`src/rtl/core/alg_pkg.sv`:
```
// ---------------------------------------------------------------------------
// alg_pkg: shared types and constants for the associated Legendre evaluator
// Widths, fixed-point constants, unit control structs and the reciprocal table.
// ---------------------------------------------------------------------------
`default_nettype none

package alg_pkg;

    localparam int DEG_W   = 4;     // degree / order field width
    localparam int X_W     = 32;    // x in Q1.30
    localparam int VAL_W   = 64;    // P values in Q.24
    localparam int FAC_W   = 37;    // signed multiplier B operand
    localparam int MAGB_W  = 36;    // magnitude of B operand
    localparam int DIG_W   = 16;    // A digit per multiply step
    localparam int ACC_W   = VAL_W + MAGB_W;
    localparam int RAD_W   = 61;    // radicand 2^60 - x^2
    localparam int ROOT_W  = 31;    // sqrt result, Q.30
    localparam int SMALL_W = 5;     // small integer factors, up to 31

    localparam int DEFAULT_MAX_DEGREE = 12;

    localparam logic signed [X_W-1:0]   ONE_Q30 = 32'sd1073741824;
    localparam logic signed [X_W-1:0]   NEG_ONE_Q30 = -32'sd1073741824;
    localparam logic signed [VAL_W-1:0] ONE_Q24 = 64'sd16777216;
    localparam logic [RAD_W-1:0]        ONE_Q60 = RAD_W'(1) << 60;

    typedef struct packed {
        logic start;
        logic round30;      // 1: divide by 2^30 with rounding, 0: plain product
    } mul_req_t;

    typedef struct packed {
        logic busy;
        logic done;
        logic sat;
    } mul_sts_t;

    // round(2^30 / k) for k = 1..12
    function automatic logic [FAC_W-1:0] recip_q30(input logic [DEG_W-1:0] k);
        logic [FAC_W-1:0] r;
        case (k)
            4'd1:    r = 37'd1073741824;
            4'd2:    r = 37'd536870912;
            4'd3:    r = 37'd357913941;
            4'd4:    r = 37'd268435456;
            4'd5:    r = 37'd214748365;
            4'd6:    r = 37'd178956971;
            4'd7:    r = 37'd153391689;
            4'd8:    r = 37'd134217728;
            4'd9:    r = 37'd119304647;
            4'd10:   r = 37'd107374182;
            4'd11:   r = 37'd97612893;
            4'd0:    r = 37'd0;
            default: r = 37'd89478485;
        endcase
        return r;
    endfunction

endpackage

`default_nettype wire

```
`src/rtl/core/alg_if.sv`:
```
// ---------------------------------------------------------------------------
// alg_if: valid/ready channels of the Legendre evaluator
// Input word carries degree, order and x; output word carries the value.
// ---------------------------------------------------------------------------
`default_nettype none

interface alg_in_if;
    logic                                    valid;
    logic                                    ready;
    logic [alg_pkg::DEG_W-1:0]               degree;
    logic [alg_pkg::DEG_W-1:0]               order;
    logic signed [alg_pkg::X_W-1:0]          x_value;

    modport source (output valid, degree, order, x_value, input ready);
    modport sink   (input valid, degree, order, x_value, output ready);
endinterface

interface alg_out_if;
    logic                                    valid;
    logic                                    ready;
    logic signed [alg_pkg::VAL_W-1:0]        value;
    logic                                    saturated;

    modport source (output valid, value, saturated, input ready);
    modport sink   (input valid, value, saturated, output ready);
endinterface

`default_nettype wire

```
`src/rtl/core/associated_legendre_eval.sv`:
```
// ---------------------------------------------------------------------------
// associated_legendre_eval: P_l^m(x) evaluator, fixed point
// Sequencer around one shared multiply unit and a bitwise root unit.
// ---------------------------------------------------------------------------
// Takes one word (degree l, order m, x in Q1.30) and returns P_l^m(x) with
// the (-1)^m phase in signed Q39.24, saturating and flagging any clipped
// step. x is clamped to +-1.0 first. Order above degree, or either above
// MAX_DEGREE, gives 0 right away (the word goes straight to the done state
// and then to the output register). Otherwise x^2 runs on the shared
// multiply unit, the root on the root unit, then m products for P_m^m,
// one for P_{m+1}^m and three per recurrence step, all on the multiply
// unit. With order 0 the x^2 and root phases are skipped. The block takes
// one word at a time; a new word is accepted while the previous result
// still waits in the output register.
// ---------------------------------------------------------------------------
`default_nettype none

module associated_legendre_eval #(
    parameter int MAX_DEGREE = alg_pkg::DEFAULT_MAX_DEGREE
) (
    input  wire        clk,
    input  wire        rst_n,
    alg_in_if.sink     in_ch,
    alg_out_if.source  out_ch
);

    localparam logic [3:0] ST_IDLE   = 4'd0;
    localparam logic [3:0] ST_SQ     = 4'd1;
    localparam logic [3:0] ST_ROOT   = 4'd2;
    localparam logic [3:0] ST_MM_FAC = 4'd3;
    localparam logic [3:0] ST_MM_MUL = 4'd4;
    localparam logic [3:0] ST_P1_FAC = 4'd5;
    localparam logic [3:0] ST_P1_MUL = 4'd6;
    localparam logic [3:0] ST_RA_FAC = 4'd7;
    localparam logic [3:0] ST_RA_MUL = 4'd8;
    localparam logic [3:0] ST_RB_MUL = 4'd9;
    localparam logic [3:0] ST_RR_MUL = 4'd10;
    localparam logic [3:0] ST_DONE   = 4'd11;

    localparam int DW = alg_pkg::DEG_W;
    localparam int VW = alg_pkg::VAL_W;
    localparam int FW = alg_pkg::FAC_W;
    localparam int SW = alg_pkg::SMALL_W;

    logic [3:0]               state_reg;
    logic [DW-1:0]            l_reg;
    logic [DW-1:0]            m_reg;
    logic [DW-1:0]            i_reg;        // P_m^m product counter
    logic [DW-1:0]            ll_reg;       // recurrence degree
    logic [SW-1:0]            fact_reg;     // odd factor 2i-1
    logic signed [31:0]       x_reg;
    logic [alg_pkg::ROOT_W-1:0] s_reg;
    logic signed [VW-1:0]     pmm_reg;
    logic signed [VW-1:0]     pn1_reg;
    logic signed [VW-1:0]     pll_reg;
    logic signed [VW-1:0]     a_reg;
    logic                     sat_reg;

    // shared multiply operands
    logic signed [VW-1:0]     op_a_reg;
    logic signed [FW-1:0]     op_b_reg;
    logic                     mul_start_reg;
    logic                     mul_rnd_reg;
    logic                     sqrt_start_reg;
    logic [alg_pkg::RAD_W-1:0] rad_reg;

    // output word
    logic                     out_valid_reg;
    logic signed [VW-1:0]     out_value_reg;
    logic                     out_sat_reg;

    alg_pkg::mul_req_t        mul_req;
    alg_pkg::mul_sts_t        mul_sts;
    logic signed [VW-1:0]     mul_res;
    logic                     sqrt_done;
    logic [alg_pkg::ROOT_W-1:0] sqrt_root;

    logic signed [31:0]       x_clamp;
    logic                     bad_item;
    logic [35:0]              fs_prod;
    logic signed [37:0]       xk_prod;
    logic [SW-1:0]            xk_fac;
    logic signed [VW:0]       diff;
    logic                     diff_ovf;
    logic signed [VW-1:0]     diff_sat;
    logic                     load_out;

    assign x_clamp  = (in_ch.x_value > alg_pkg::ONE_Q30) ? alg_pkg::ONE_Q30 :
                      (in_ch.x_value < alg_pkg::NEG_ONE_Q30) ? alg_pkg::NEG_ONE_Q30 :
                      in_ch.x_value;
    assign bad_item = (32'(in_ch.degree) > 32'(MAX_DEGREE))
                   || (32'(in_ch.order) > 32'(MAX_DEGREE))
                   || (in_ch.order > in_ch.degree);

    // small factor products, registered into the B operand
    assign fs_prod = 36'(fact_reg) * 36'(s_reg);
    assign xk_fac  = (state_reg == ST_P1_FAC) ? (SW'({m_reg, 1'b0}) + SW'(1))
                                              : (SW'({ll_reg, 1'b0}) - SW'(1));
    assign xk_prod = 38'(x_reg) * $signed({33'd0, xk_fac});

    // P_{ll-1} term minus P_{ll-2} term, saturating
    assign diff     = {a_reg[VW-1], a_reg} - {mul_res[VW-1], mul_res};
    assign diff_ovf = diff[VW] != diff[VW-1];
    assign diff_sat = diff_ovf ? (diff[VW] ? (64'sh1 << 63) : ~(64'sh1 << 63))
                               : diff[VW-1:0];

    assign load_out = (state_reg == ST_DONE) && (!out_valid_reg || out_ch.ready);

    assign mul_req.start   = mul_start_reg;
    assign mul_req.round30 = mul_rnd_reg;

    alg_mul u_mul (
        .clk    (clk),
        .rst_n  (rst_n),
        .req    (mul_req),
        .op_a   (op_a_reg),
        .op_b   (op_b_reg),
        .sts    (mul_sts),
        .result (mul_res)
    );

    alg_sqrt u_sqrt (
        .clk      (clk),
        .rst_n    (rst_n),
        .start    (sqrt_start_reg),
        .radicand (rad_reg),
        .done     (sqrt_done),
        .root     (sqrt_root)
    );

    always_ff @(posedge clk or negedge rst_n)
    begin
        if (!rst_n)
        begin
            state_reg      <= ST_IDLE;
            mul_start_reg  <= 1'b0;
            sqrt_start_reg <= 1'b0;
            out_valid_reg  <= 1'b0;
        end
        else
        begin
            mul_start_reg  <= 1'b0;
            sqrt_start_reg <= 1'b0;

            if (load_out)
            begin
                out_valid_reg <= 1'b1;
                out_value_reg <= pll_reg;
                out_sat_reg   <= sat_reg;
            end
            else if (out_ch.ready)
                out_valid_reg <= 1'b0;

            unique case (state_reg)
                ST_IDLE:
                begin
                    if (in_ch.valid)
                    begin
                        l_reg   <= in_ch.degree;
                        m_reg   <= in_ch.order;
                        x_reg   <= x_clamp;
                        sat_reg <= 1'b0;
                        pmm_reg <= alg_pkg::ONE_Q24;
                        if (bad_item)
                        begin
                            pll_reg   <= '0;
                            state_reg <= ST_DONE;
                        end
                        else if (in_ch.order == '0)
                            state_reg <= ST_P1_FAC;
                        else
                        begin
                            // x^2 on the shared unit, exact
                            op_a_reg      <= VW'(x_clamp);
                            op_b_reg      <= FW'(x_clamp);
                            mul_rnd_reg   <= 1'b0;
                            mul_start_reg <= 1'b1;
                            state_reg     <= ST_SQ;
                        end
                    end
                end
                ST_SQ:
                begin
                    if (mul_sts.done)
                    begin
                        rad_reg        <= alg_pkg::ONE_Q60 - mul_res[alg_pkg::RAD_W-1:0];
                        sqrt_start_reg <= 1'b1;
                        state_reg      <= ST_ROOT;
                    end
                end
                ST_ROOT:
                begin
                    if (sqrt_done)
                    begin
                        s_reg     <= sqrt_root;
                        i_reg     <= DW'(1);
                        fact_reg  <= SW'(1);
                        state_reg <= ST_MM_FAC;
                    end
                end
                ST_MM_FAC:
                begin
                    // P_m^m *= -(2i-1) s
                    op_a_reg      <= pmm_reg;
                    op_b_reg      <= -$signed({1'b0, fs_prod});
                    mul_rnd_reg   <= 1'b1;
                    mul_start_reg <= 1'b1;
                    state_reg     <= ST_MM_MUL;
                end
                ST_MM_MUL:
                begin
                    if (mul_sts.done)
                    begin
                        pmm_reg <= mul_res;
                        sat_reg <= sat_reg | mul_sts.sat;
                        if (i_reg == m_reg)
                            state_reg <= ST_P1_FAC;
                        else
                        begin
                            i_reg     <= i_reg + DW'(1);
                            fact_reg  <= fact_reg + SW'(2);
                            state_reg <= ST_MM_FAC;
                        end
                    end
                end
                ST_P1_FAC:
                begin
                    if (l_reg == m_reg)
                    begin
                        pll_reg   <= pmm_reg;
                        state_reg <= ST_DONE;
                    end
                    else
                    begin
                        // P_{m+1}^m = x (2m+1) P_m^m
                        op_a_reg      <= pmm_reg;
                        op_b_reg      <= xk_prod[FW-1:0];
                        mul_rnd_reg   <= 1'b1;
                        mul_start_reg <= 1'b1;
                        state_reg     <= ST_P1_MUL;
                    end
                end
                ST_P1_MUL:
                begin
                    if (mul_sts.done)
                    begin
                        pn1_reg <= mul_res;
                        pll_reg <= mul_res;
                        sat_reg <= sat_reg | mul_sts.sat;
                        ll_reg  <= m_reg + DW'(2);
                        if ((m_reg + DW'(1)) == l_reg)
                            state_reg <= ST_DONE;
                        else
                            state_reg <= ST_RA_FAC;
                    end
                end
                ST_RA_FAC:
                begin
                    op_a_reg      <= pn1_reg;
                    op_b_reg      <= xk_prod[FW-1:0];
                    mul_rnd_reg   <= 1'b1;
                    mul_start_reg <= 1'b1;
                    state_reg     <= ST_RA_MUL;
                end
                ST_RA_MUL:
                begin
                    if (mul_sts.done)
                    begin
                        // (ll+m-1) P_{ll-2}, exact integer product
                        a_reg         <= mul_res;
                        sat_reg       <= sat_reg | mul_sts.sat;
                        op_a_reg      <= pmm_reg;
                        op_b_reg      <= FW'(ll_reg) + FW'(m_reg) - FW'(1);
                        mul_rnd_reg   <= 1'b0;
                        mul_start_reg <= 1'b1;
                        state_reg     <= ST_RB_MUL;
                    end
                end
                ST_RB_MUL:
                begin
                    if (mul_sts.done)
                    begin
                        // difference times recip(ll-m)
                        sat_reg       <= sat_reg | mul_sts.sat | diff_ovf;
                        op_a_reg      <= diff_sat;
                        op_b_reg      <= alg_pkg::recip_q30(ll_reg - m_reg);
                        mul_rnd_reg   <= 1'b1;
                        mul_start_reg <= 1'b1;
                        state_reg     <= ST_RR_MUL;
                    end
                end
                ST_RR_MUL:
                begin
                    if (mul_sts.done)
                    begin
                        pll_reg <= mul_res;
                        pmm_reg <= pn1_reg;
                        pn1_reg <= mul_res;
                        sat_reg <= sat_reg | mul_sts.sat;
                        ll_reg  <= ll_reg + DW'(1);
                        if (ll_reg == l_reg)
                            state_reg <= ST_DONE;
                        else
                            state_reg <= ST_RA_FAC;
                    end
                end
                ST_DONE:
                begin
                    if (load_out)
                        state_reg <= ST_IDLE;
                end
                default:
                    state_reg <= ST_IDLE;
            endcase
        end
    end

    assign in_ch.ready      = (state_reg == ST_IDLE);
    assign out_ch.valid     = out_valid_reg;
    assign out_ch.value     = out_value_reg;
    assign out_ch.saturated = out_sat_reg;

    a_idle_mul_quiet: assert property (@(posedge clk) disable iff (!rst_n)
        (state_reg == ST_IDLE) |-> !mul_sts.busy)
        else $error("multiply unit busy while idle");
    a_root_done_in_root: assert property (@(posedge clk) disable iff (!rst_n)
        sqrt_done |-> (state_reg == ST_ROOT))
        else $error("root finished outside root phase");
    a_mul_done_waited: assert property (@(posedge clk) disable iff (!rst_n)
        mul_sts.done |-> (state_reg == ST_SQ || state_reg == ST_MM_MUL
                          || state_reg == ST_P1_MUL || state_reg == ST_RA_MUL
                          || state_reg == ST_RB_MUL || state_reg == ST_RR_MUL))
        else $error("multiply result with no waiting phase");
    a_out_drains: assert property (@(posedge clk) disable iff (!rst_n)
        (out_ch.valid && out_ch.ready && !load_out) |=> !out_ch.valid)
        else $error("output word repeated");

endmodule

`default_nettype wire

```
`src/rtl/core/alg_mul.sv`:
```
// ---------------------------------------------------------------------------
// alg_mul: shared multi-cycle multiply, round and saturate unit
// 64b x 37b signed product over four 16-bit digit steps, then rounding.
// ---------------------------------------------------------------------------
`default_nettype none

module alg_mul (
    input  wire                                   clk,
    input  wire                                   rst_n,
    input  wire  alg_pkg::mul_req_t               req,
    input  wire  logic signed [alg_pkg::VAL_W-1:0] op_a,
    input  wire  logic signed [alg_pkg::FAC_W-1:0] op_b,
    output alg_pkg::mul_sts_t                     sts,
    output logic signed [alg_pkg::VAL_W-1:0]      result
);

    localparam int STEPS = alg_pkg::VAL_W / alg_pkg::DIG_W;

    logic [alg_pkg::VAL_W-1:0]  ua_reg;
    logic [alg_pkg::MAGB_W-1:0] ub_reg;
    logic [alg_pkg::ACC_W-1:0]  acc_reg;
    logic                       neg_reg;
    logic                       rnd_reg;
    logic                       busy_reg;
    logic                       done_reg;
    logic                       sat_reg;
    logic [2:0]                 step_reg;

    logic [alg_pkg::VAL_W-1:0]  ua_in;
    logic [alg_pkg::FAC_W-1:0]  ub_in;
    logic [alg_pkg::ACC_W-1:0]  partial;
    logic [alg_pkg::ACC_W-1:0]  rsum;
    logic [alg_pkg::ACC_W-1:0]  quot;
    logic [alg_pkg::VAL_W-1:0]  limit;
    logic                       over;

    assign ua_in   = op_a[alg_pkg::VAL_W-1] ? (~op_a + 1'b1) : op_a;
    assign ub_in   = op_b[alg_pkg::FAC_W-1] ? (~op_b + 1'b1) : op_b;
    assign partial = alg_pkg::ACC_W'(ua_reg[alg_pkg::VAL_W-1 -: alg_pkg::DIG_W])
                   * alg_pkg::ACC_W'(ub_reg);
    assign rsum    = acc_reg + (rnd_reg ? (alg_pkg::ACC_W'(1) << 29) : '0);
    assign quot    = rnd_reg ? (rsum >> 30) : rsum;
    assign limit   = neg_reg ? (64'h1 << 63) : ~(64'h1 << 63);
    assign over    = (|quot[alg_pkg::ACC_W-1:alg_pkg::VAL_W])
                   || (quot[alg_pkg::VAL_W-1:0] > limit);

    always_ff @(posedge clk or negedge rst_n)
    begin
        if (!rst_n)
        begin
            busy_reg <= 1'b0;
            done_reg <= 1'b0;
            sat_reg  <= 1'b0;
            step_reg <= '0;
        end
        else
        begin
            done_reg <= 1'b0;
            if (req.start)
            begin
                ua_reg   <= ua_in;
                ub_reg   <= ub_in[alg_pkg::MAGB_W-1:0];
                neg_reg  <= op_a[alg_pkg::VAL_W-1] ^ op_b[alg_pkg::FAC_W-1];
                rnd_reg  <= req.round30;
                acc_reg  <= '0;
                step_reg <= '0;
                busy_reg <= 1'b1;
            end
            else if (busy_reg)
            begin
                if (step_reg == 3'(STEPS))
                begin
                    // round / saturate
                    busy_reg <= 1'b0;
                    done_reg <= 1'b1;
                    sat_reg  <= over;
                    if (over)
                        result <= neg_reg ? (64'sh1 << 63) : ~(64'sh1 << 63);
                    else
                        result <= neg_reg ? (~quot[alg_pkg::VAL_W-1:0] + 1'b1)
                                          : quot[alg_pkg::VAL_W-1:0];
                end
                else
                begin
                    acc_reg  <= (acc_reg << alg_pkg::DIG_W) + partial;
                    ua_reg   <= ua_reg << alg_pkg::DIG_W;
                    step_reg <= step_reg + 3'd1;
                end
            end
        end
    end

    assign sts.busy = busy_reg;
    assign sts.done = done_reg;
    assign sts.sat  = sat_reg;

    a_start_idle: assert property (@(posedge clk) disable iff (!rst_n)
        req.start |-> !busy_reg)
        else $error("multiply started while busy");
    a_done_after_round: assert property (@(posedge clk) disable iff (!rst_n)
        sts.done |-> $past(busy_reg) && !busy_reg)
        else $error("done without a finished multiply");
    a_step_bound: assert property (@(posedge clk) disable iff (!rst_n)
        busy_reg |-> step_reg <= 3'(STEPS))
        else $error("multiply step count out of range");

endmodule

`default_nettype wire

```
`src/rtl/core/alg_sqrt.sv`:
```
// ---------------------------------------------------------------------------
// alg_sqrt: bitwise integer square root of a 61-bit radicand
// One result bit per cycle, for a 31-bit root.
// ---------------------------------------------------------------------------
`default_nettype none

module alg_sqrt (
    input  wire                                clk,
    input  wire                                rst_n,
    input  wire                                start,
    input  wire  logic [alg_pkg::RAD_W-1:0]    radicand,
    output logic                               done,
    output logic [alg_pkg::ROOT_W-1:0]         root
);

    logic [alg_pkg::RAD_W-1:0] rem_reg;
    logic [alg_pkg::RAD_W-1:0] res_reg;
    logic [alg_pkg::RAD_W-1:0] bit_reg;
    logic                      busy_reg;
    logic                      done_reg;

    logic [alg_pkg::RAD_W-1:0] trial;
    logic                      take;
    logic [alg_pkg::RAD_W-1:0] res_step;

    assign trial    = res_reg + bit_reg;
    assign take     = rem_reg >= trial;
    assign res_step = take ? ((res_reg >> 1) + bit_reg) : (res_reg >> 1);

    always_ff @(posedge clk or negedge rst_n)
    begin
        if (!rst_n)
        begin
            busy_reg <= 1'b0;
            done_reg <= 1'b0;
        end
        else
        begin
            done_reg <= 1'b0;
            if (start)
            begin
                rem_reg  <= radicand;
                res_reg  <= '0;
                bit_reg  <= alg_pkg::ONE_Q60;
                busy_reg <= 1'b1;
            end
            else if (busy_reg)
            begin
                if (take)
                    rem_reg <= rem_reg - trial;
                res_reg <= res_step;
                bit_reg <= bit_reg >> 2;
                if (bit_reg[0])
                begin
                    busy_reg <= 1'b0;
                    done_reg <= 1'b1;
                end
            end
        end
    end

    assign done = done_reg;
    assign root = res_reg[alg_pkg::ROOT_W-1:0];

endmodule

`default_nettype wire
```
`src/flat_wrapper.sv`:
```
// flat-port wrapper written by rule: the top's interface ports become plain ports
module associated_legendre_eval_flat 
#(
    parameter int MAX_DEGREE = alg_pkg::DEFAULT_MAX_DEGREE
)
  (clk, rst_n, in_ch_valid, in_ch_degree, in_ch_order, in_ch_x_value, in_ch_ready, out_ch_valid, out_ch_value, out_ch_saturated, out_ch_ready);
  alg_in_if in_ch_i ();
  alg_out_if out_ch_i ();
  input  wire clk;
  input  wire rst_n;
  input wire logic [$bits(in_ch_i.valid)-1:0] in_ch_valid;
  input wire logic [$bits(in_ch_i.degree)-1:0] in_ch_degree;
  input wire logic [$bits(in_ch_i.order)-1:0] in_ch_order;
  input wire logic [$bits(in_ch_i.x_value)-1:0] in_ch_x_value;
  output wire logic [$bits(in_ch_i.ready)-1:0] in_ch_ready;
  output wire logic [$bits(out_ch_i.valid)-1:0] out_ch_valid;
  output wire logic [$bits(out_ch_i.value)-1:0] out_ch_value;
  output wire logic [$bits(out_ch_i.saturated)-1:0] out_ch_saturated;
  input wire logic [$bits(out_ch_i.ready)-1:0] out_ch_ready;
  assign in_ch_i.valid = in_ch_valid;
  assign in_ch_i.degree = in_ch_degree;
  assign in_ch_i.order = in_ch_order;
  assign in_ch_i.x_value = in_ch_x_value;
  assign in_ch_ready = in_ch_i.ready;
  assign out_ch_valid = out_ch_i.valid;
  assign out_ch_value = out_ch_i.value;
  assign out_ch_saturated = out_ch_i.saturated;
  assign out_ch_i.ready = out_ch_ready;
  associated_legendre_eval #(.MAX_DEGREE(MAX_DEGREE)) u_core (.clk(clk), .rst_n(rst_n), .in_ch(in_ch_i), .out_ch(out_ch_i));
endmodule
```
`config.mk`:
```
export PLATFORM = sky130hd
export DESIGN_NAME = associated_legendre_eval_flat
export DESIGN_NICKNAME = d
export VERILOG_FILES = /design/src/rtl/core/alg_pkg.sv /design/src/rtl/core/alg_if.sv /design/src/rtl/core/associated_legendre_eval.sv /design/src/rtl/core/alg_mul.sv /design/src/rtl/core/alg_sqrt.sv /design/src/flat_wrapper.sv
export SDC_FILE = /design/constraint.sdc
export NUM_CORES = 2
export LEC_CHECK = 0
export BUFFER_PORTS_ARGS = -buffer_cell sky130_fd_sc_hd__clkbuf_2
export CAP_MARGIN = 20
export CELL_PAD_IN_SITES_DETAIL_PLACEMENT = 0
export CELL_PAD_IN_SITES_GLOBAL_PLACEMENT = 1
export CORE_MARGIN = 2
export CORE_UTILIZATION = 40
export CTS_CLUSTER_DIAMETER = 50
export DETAILED_ROUTE_END_ITERATION = 10
export MAX_ROUTING_LAYER = met4
export PLACE_DENSITY = 0.67
export SYNTH_ARGS = -nofsm -noshare
export SYNTH_HDL_FRONTEND = slang
export SYNTH_SLANG_ARGS = --single-unit
```
`constraint.sdc`:
```
create_clock -name clk -period 21.7 [get_ports clk]
set_input_delay 1.085 -clock clk [delete_from_list [all_inputs] [get_ports clk]]
set_output_delay 1.085 -clock clk [all_outputs]
set_load 0.005 [all_outputs]
```
==> impl_results.md <==
* Sequential-to-total area share from yosys stat at 32.5%
* Num CTS Buffers at 154
* Layout fillers at 23000
* Critical Path, Cell by Cell: nand2_1, fa_1, inv_1, fa_1, fa_1, fa_1, fa_1, inv_1, fa_1, inv_1, ha_1, nand2_1, o21ai_0, inv_1, nand3_1, o22ai_1, o21ai_0, a41o_1, nand4_1, nand2_1, nand2_1, or4_1, a311oi_1
* Met1 Usage GRT at 36.2%
* Yosys top cell by area: edfxtp_1
* DP Wirelength at 243000 um
* Setup Buffers After CTS at 0
* Vias in the first global route at 75100
* Via/cell ratio at 5.71
* Worst Setup Path Type: flip-flop to flip-flop
* CP endpoint kind: flip-flop
* Antenna-violating nets left at 0
* Least-Margin Pin Slew at 1.18 ns
* Crit-path max FO at 16
* Die width at 492 um
* Synthesized flop and latch total at 1032
* Syn Inst Count at 10200
* Via count at 76100
* Count leader, synth: nand2_1
* Final setup viols at 0
* Share of cells above drive strength 1 at 5.67%
* Pre-antenna DRT Iters at 6
* Largest cells by area after synthesis: edfxtp_1 32%, fa_1 15%, ha_1 8.2%
* Clk buf depth at 3
* # IOs at 111
* Final hold violation count at 0
* Gpl congestion at 0.946
* Critical path's most frequent cell: fa_1
* Hold buffer count at cts at 0
* Rows at 179
* First-pass GRT wire length at 479000 um
* Delay of the slowest cell on the worst path at 0.86 ns
* Post_cts resized at 0
* Share of flip-flops with an asynchronous set or reset at 1.45%
* CTS tree: yes
* Overall Global Routing Usage at 26.5%
* CTS root buffer: clkbuf_16
* Antenna violations before repair at 21
* Die area at 242000 sq um
* HP Class: flip-flop to flip-flop
* Top cells by count, synth: 1154 x nand2_1, 1115 x inv_1, 1017 x edfxtp_1
* GRT Residual Overflow at 0
* Period minus WS final at 8.77 ns
* Critical Path RT at 22.32 ns
* Crit path buf inv count at 4
* EDFF count, synth at 1017
* Worst-skew pair later-pin latency at 0.84 ns
* Gr busiest metal: met2
* Synth cell types at 100
* Synth Warn # at 0
* Critical path data arrival time at 9.38 ns
* CP top delay family: adder cells
* Pin count of the biggest net entering global routing at 89
* Clock slew at reported path FFs at 0.06 ns
* Routed len/inst at 23.7 um
* Nets at 11400
* Register Area at 30900 sq um
* DRC Markers at 0
* Status: completed
* Die height at 492 um
* Synthesized area per cell at 9.37 sq um
* Layout overhead on the synthesized area at 9.27%
* Final worst path period share at 40.4%
* Slew HR at 21.2%
* Starting density of the core at 40.1%
* H-Tree Depth at 4
* WL final at 316000 um
* Cell Area, Synth at 95200 sq um
* Post-synth top flop: edfxtp_1
* Initial drt markers at 7159
* Area of the core at 237000 sq um
* RSZ-0062 raised after global routing: false
* Setup tns final at 0 ns
* Grt met2 use at 41.3%
* Max-slew violation count at 0
* Max reg flops at 100
* Setup crit start kind: flip-flop
* Area occupied by multi-input gates at 58300 sq um
* Max cap viols at 0
* GR Util met3 at 3.39%
* Clock skew at 0.0521 ns
* TritonCTS Sinks at 1032
* Post-Syn Nets at 11500
* F_max at 114 MHz
* Slowest cell on the critical path: edfxtp_1
* Number of port buffers at 110
* Share of Yosys cell area claimed by the top area cell type at 32.1%
==> cell type report <==
| cell class | instances | share of cell area (%) |
|---|---|---|
| multi-input combinational | 7503 | 56.0 |
| sequential | 1032 | 29.7 |
| inverter | 1118 | 4.03 |
| clock buffer | 173 | 3.83 |
| tap | 3167 | 3.81 |
| clock inverter | 116 | 1.30 |
| timing repair buffer | 203 | 1.23 |
| antenna | 7 | 0.0168 |
==> logic make-up (layout without fill, tap and decap cells) <==
family | Yosys count | after routing | share of synthesized area [%]
and+or+nand+nor | 3256 | 3256 | 16.4
xor gates and xnor gates | 600 | 600 | 5.52
muxes | 141 | 141 | 1.51
AOI/OAI and AO/OA | 2182 | 2182 | 14.7
buffers and inverters | 1630 | 1610 | 6.47
DFF | 1032 | 1032 | 32.5
other | 0 | 7 | 0
adders and majority gates | 1324 | 1324 | 22.9
==> final timing paths <==
path,startpoint,endpoint,slack [ns],depth (start not counted)
max in group asynchronous,rst_n,u_core.u_mul.step_reg[2]$_DFFE_PN0P_,18.64,4
setup reg to reg,u_core.u_mul.ub_reg[21]$_DFFE_PP_,u_core.u_mul.acc_reg[88]$_SDFFCE_PP0P_,12.93,23
hold / removal,u_core.pll_reg[6]$_SDFFCE_PN0P_,u_core.out_ch.value[6]$_DFFE_PP_,0.38,0
min in group asynchronous,rst_n,u_core.u_sqrt.done$_DFF_PN0_,0.91,2
setup / recovery,u_core.u_mul.ub_reg[21]$_DFFE_PP_,u_core.u_mul.acc_reg[88]$_SDFFCE_PP0P_,12.93,23
hold reg to reg,u_core.pll_reg[6]$_SDFFCE_PN0P_,u_core.out_ch.value[6]$_DFFE_PP_,0.38,0
==> placed cells by master (no fill, tap or decap), types with 159 or more instances in the layout <==
cell	instances
nand3_1	168
nor2_1	730
inv_1	1115
and2_1	363
fa_1	700
a21oi_1	593
xor2_1	235
edfxtp_1	1017
nand4_1	159
xnor2_1	364
o21ai_0	498
nand2_1	1152
a21o_1	240
ha_1	624
==> stage by stage <==
stage / hold slack, ns / utilization (%) / std cells / worst slack [ns] / area, sq um
2_1_floorplan: 0.400 / - / 10200 / 8.74 / 95200
3_3_place_gp: 0.403 / 41.6 / 13000 / 13.26 / 98600
3_5_place_dp: 0.405 / 41.6 / 13000 / 13.13 / 98600
4_1_cts: 0.375 / 43.8 / 13300 / 13.08 / 104000
5_1_grt: 0.386 / 43.9 / 13300 / 12.49 / 104000
6_report: 0.380 / 43.9 / 13300 / 12.93 / 104000
==> per-layer routing <==
layer  share of wire (%)  vias to the layer above
met3                 6.1                      402
met2                  46                     2379
met1                  44                    38300
met4                 3.0                        0
li1                    -                    35000
met5                   0                        -
==> worst reg2reg max path, stage by stage (launching register included) <==
cell      delay (ns)
edfxtp_1        0.86
nand2_1         0.20
fa_1            0.57
inv_1           0.05
fa_1            0.47
fa_1            0.60
fa_1            0.54
fa_1            0.55
inv_1           0.06
fa_1            0.56
inv_1           0.05
ha_1            0.47
nand2_1         0.08
o21ai_0         0.27
inv_1           0.10
nand3_1         0.09
o22ai_1         0.14
o21ai_0         0.50
a41o_1          0.33
nand4_1         0.31
nand2_1         0.72
nand2_1         0.32
or4_1           0.47
a311oi_1        0.27
Power is left out: the tool's default activity adds up to more than one toggle a clock period on the data nets, which glitch-free logic cannot reach.
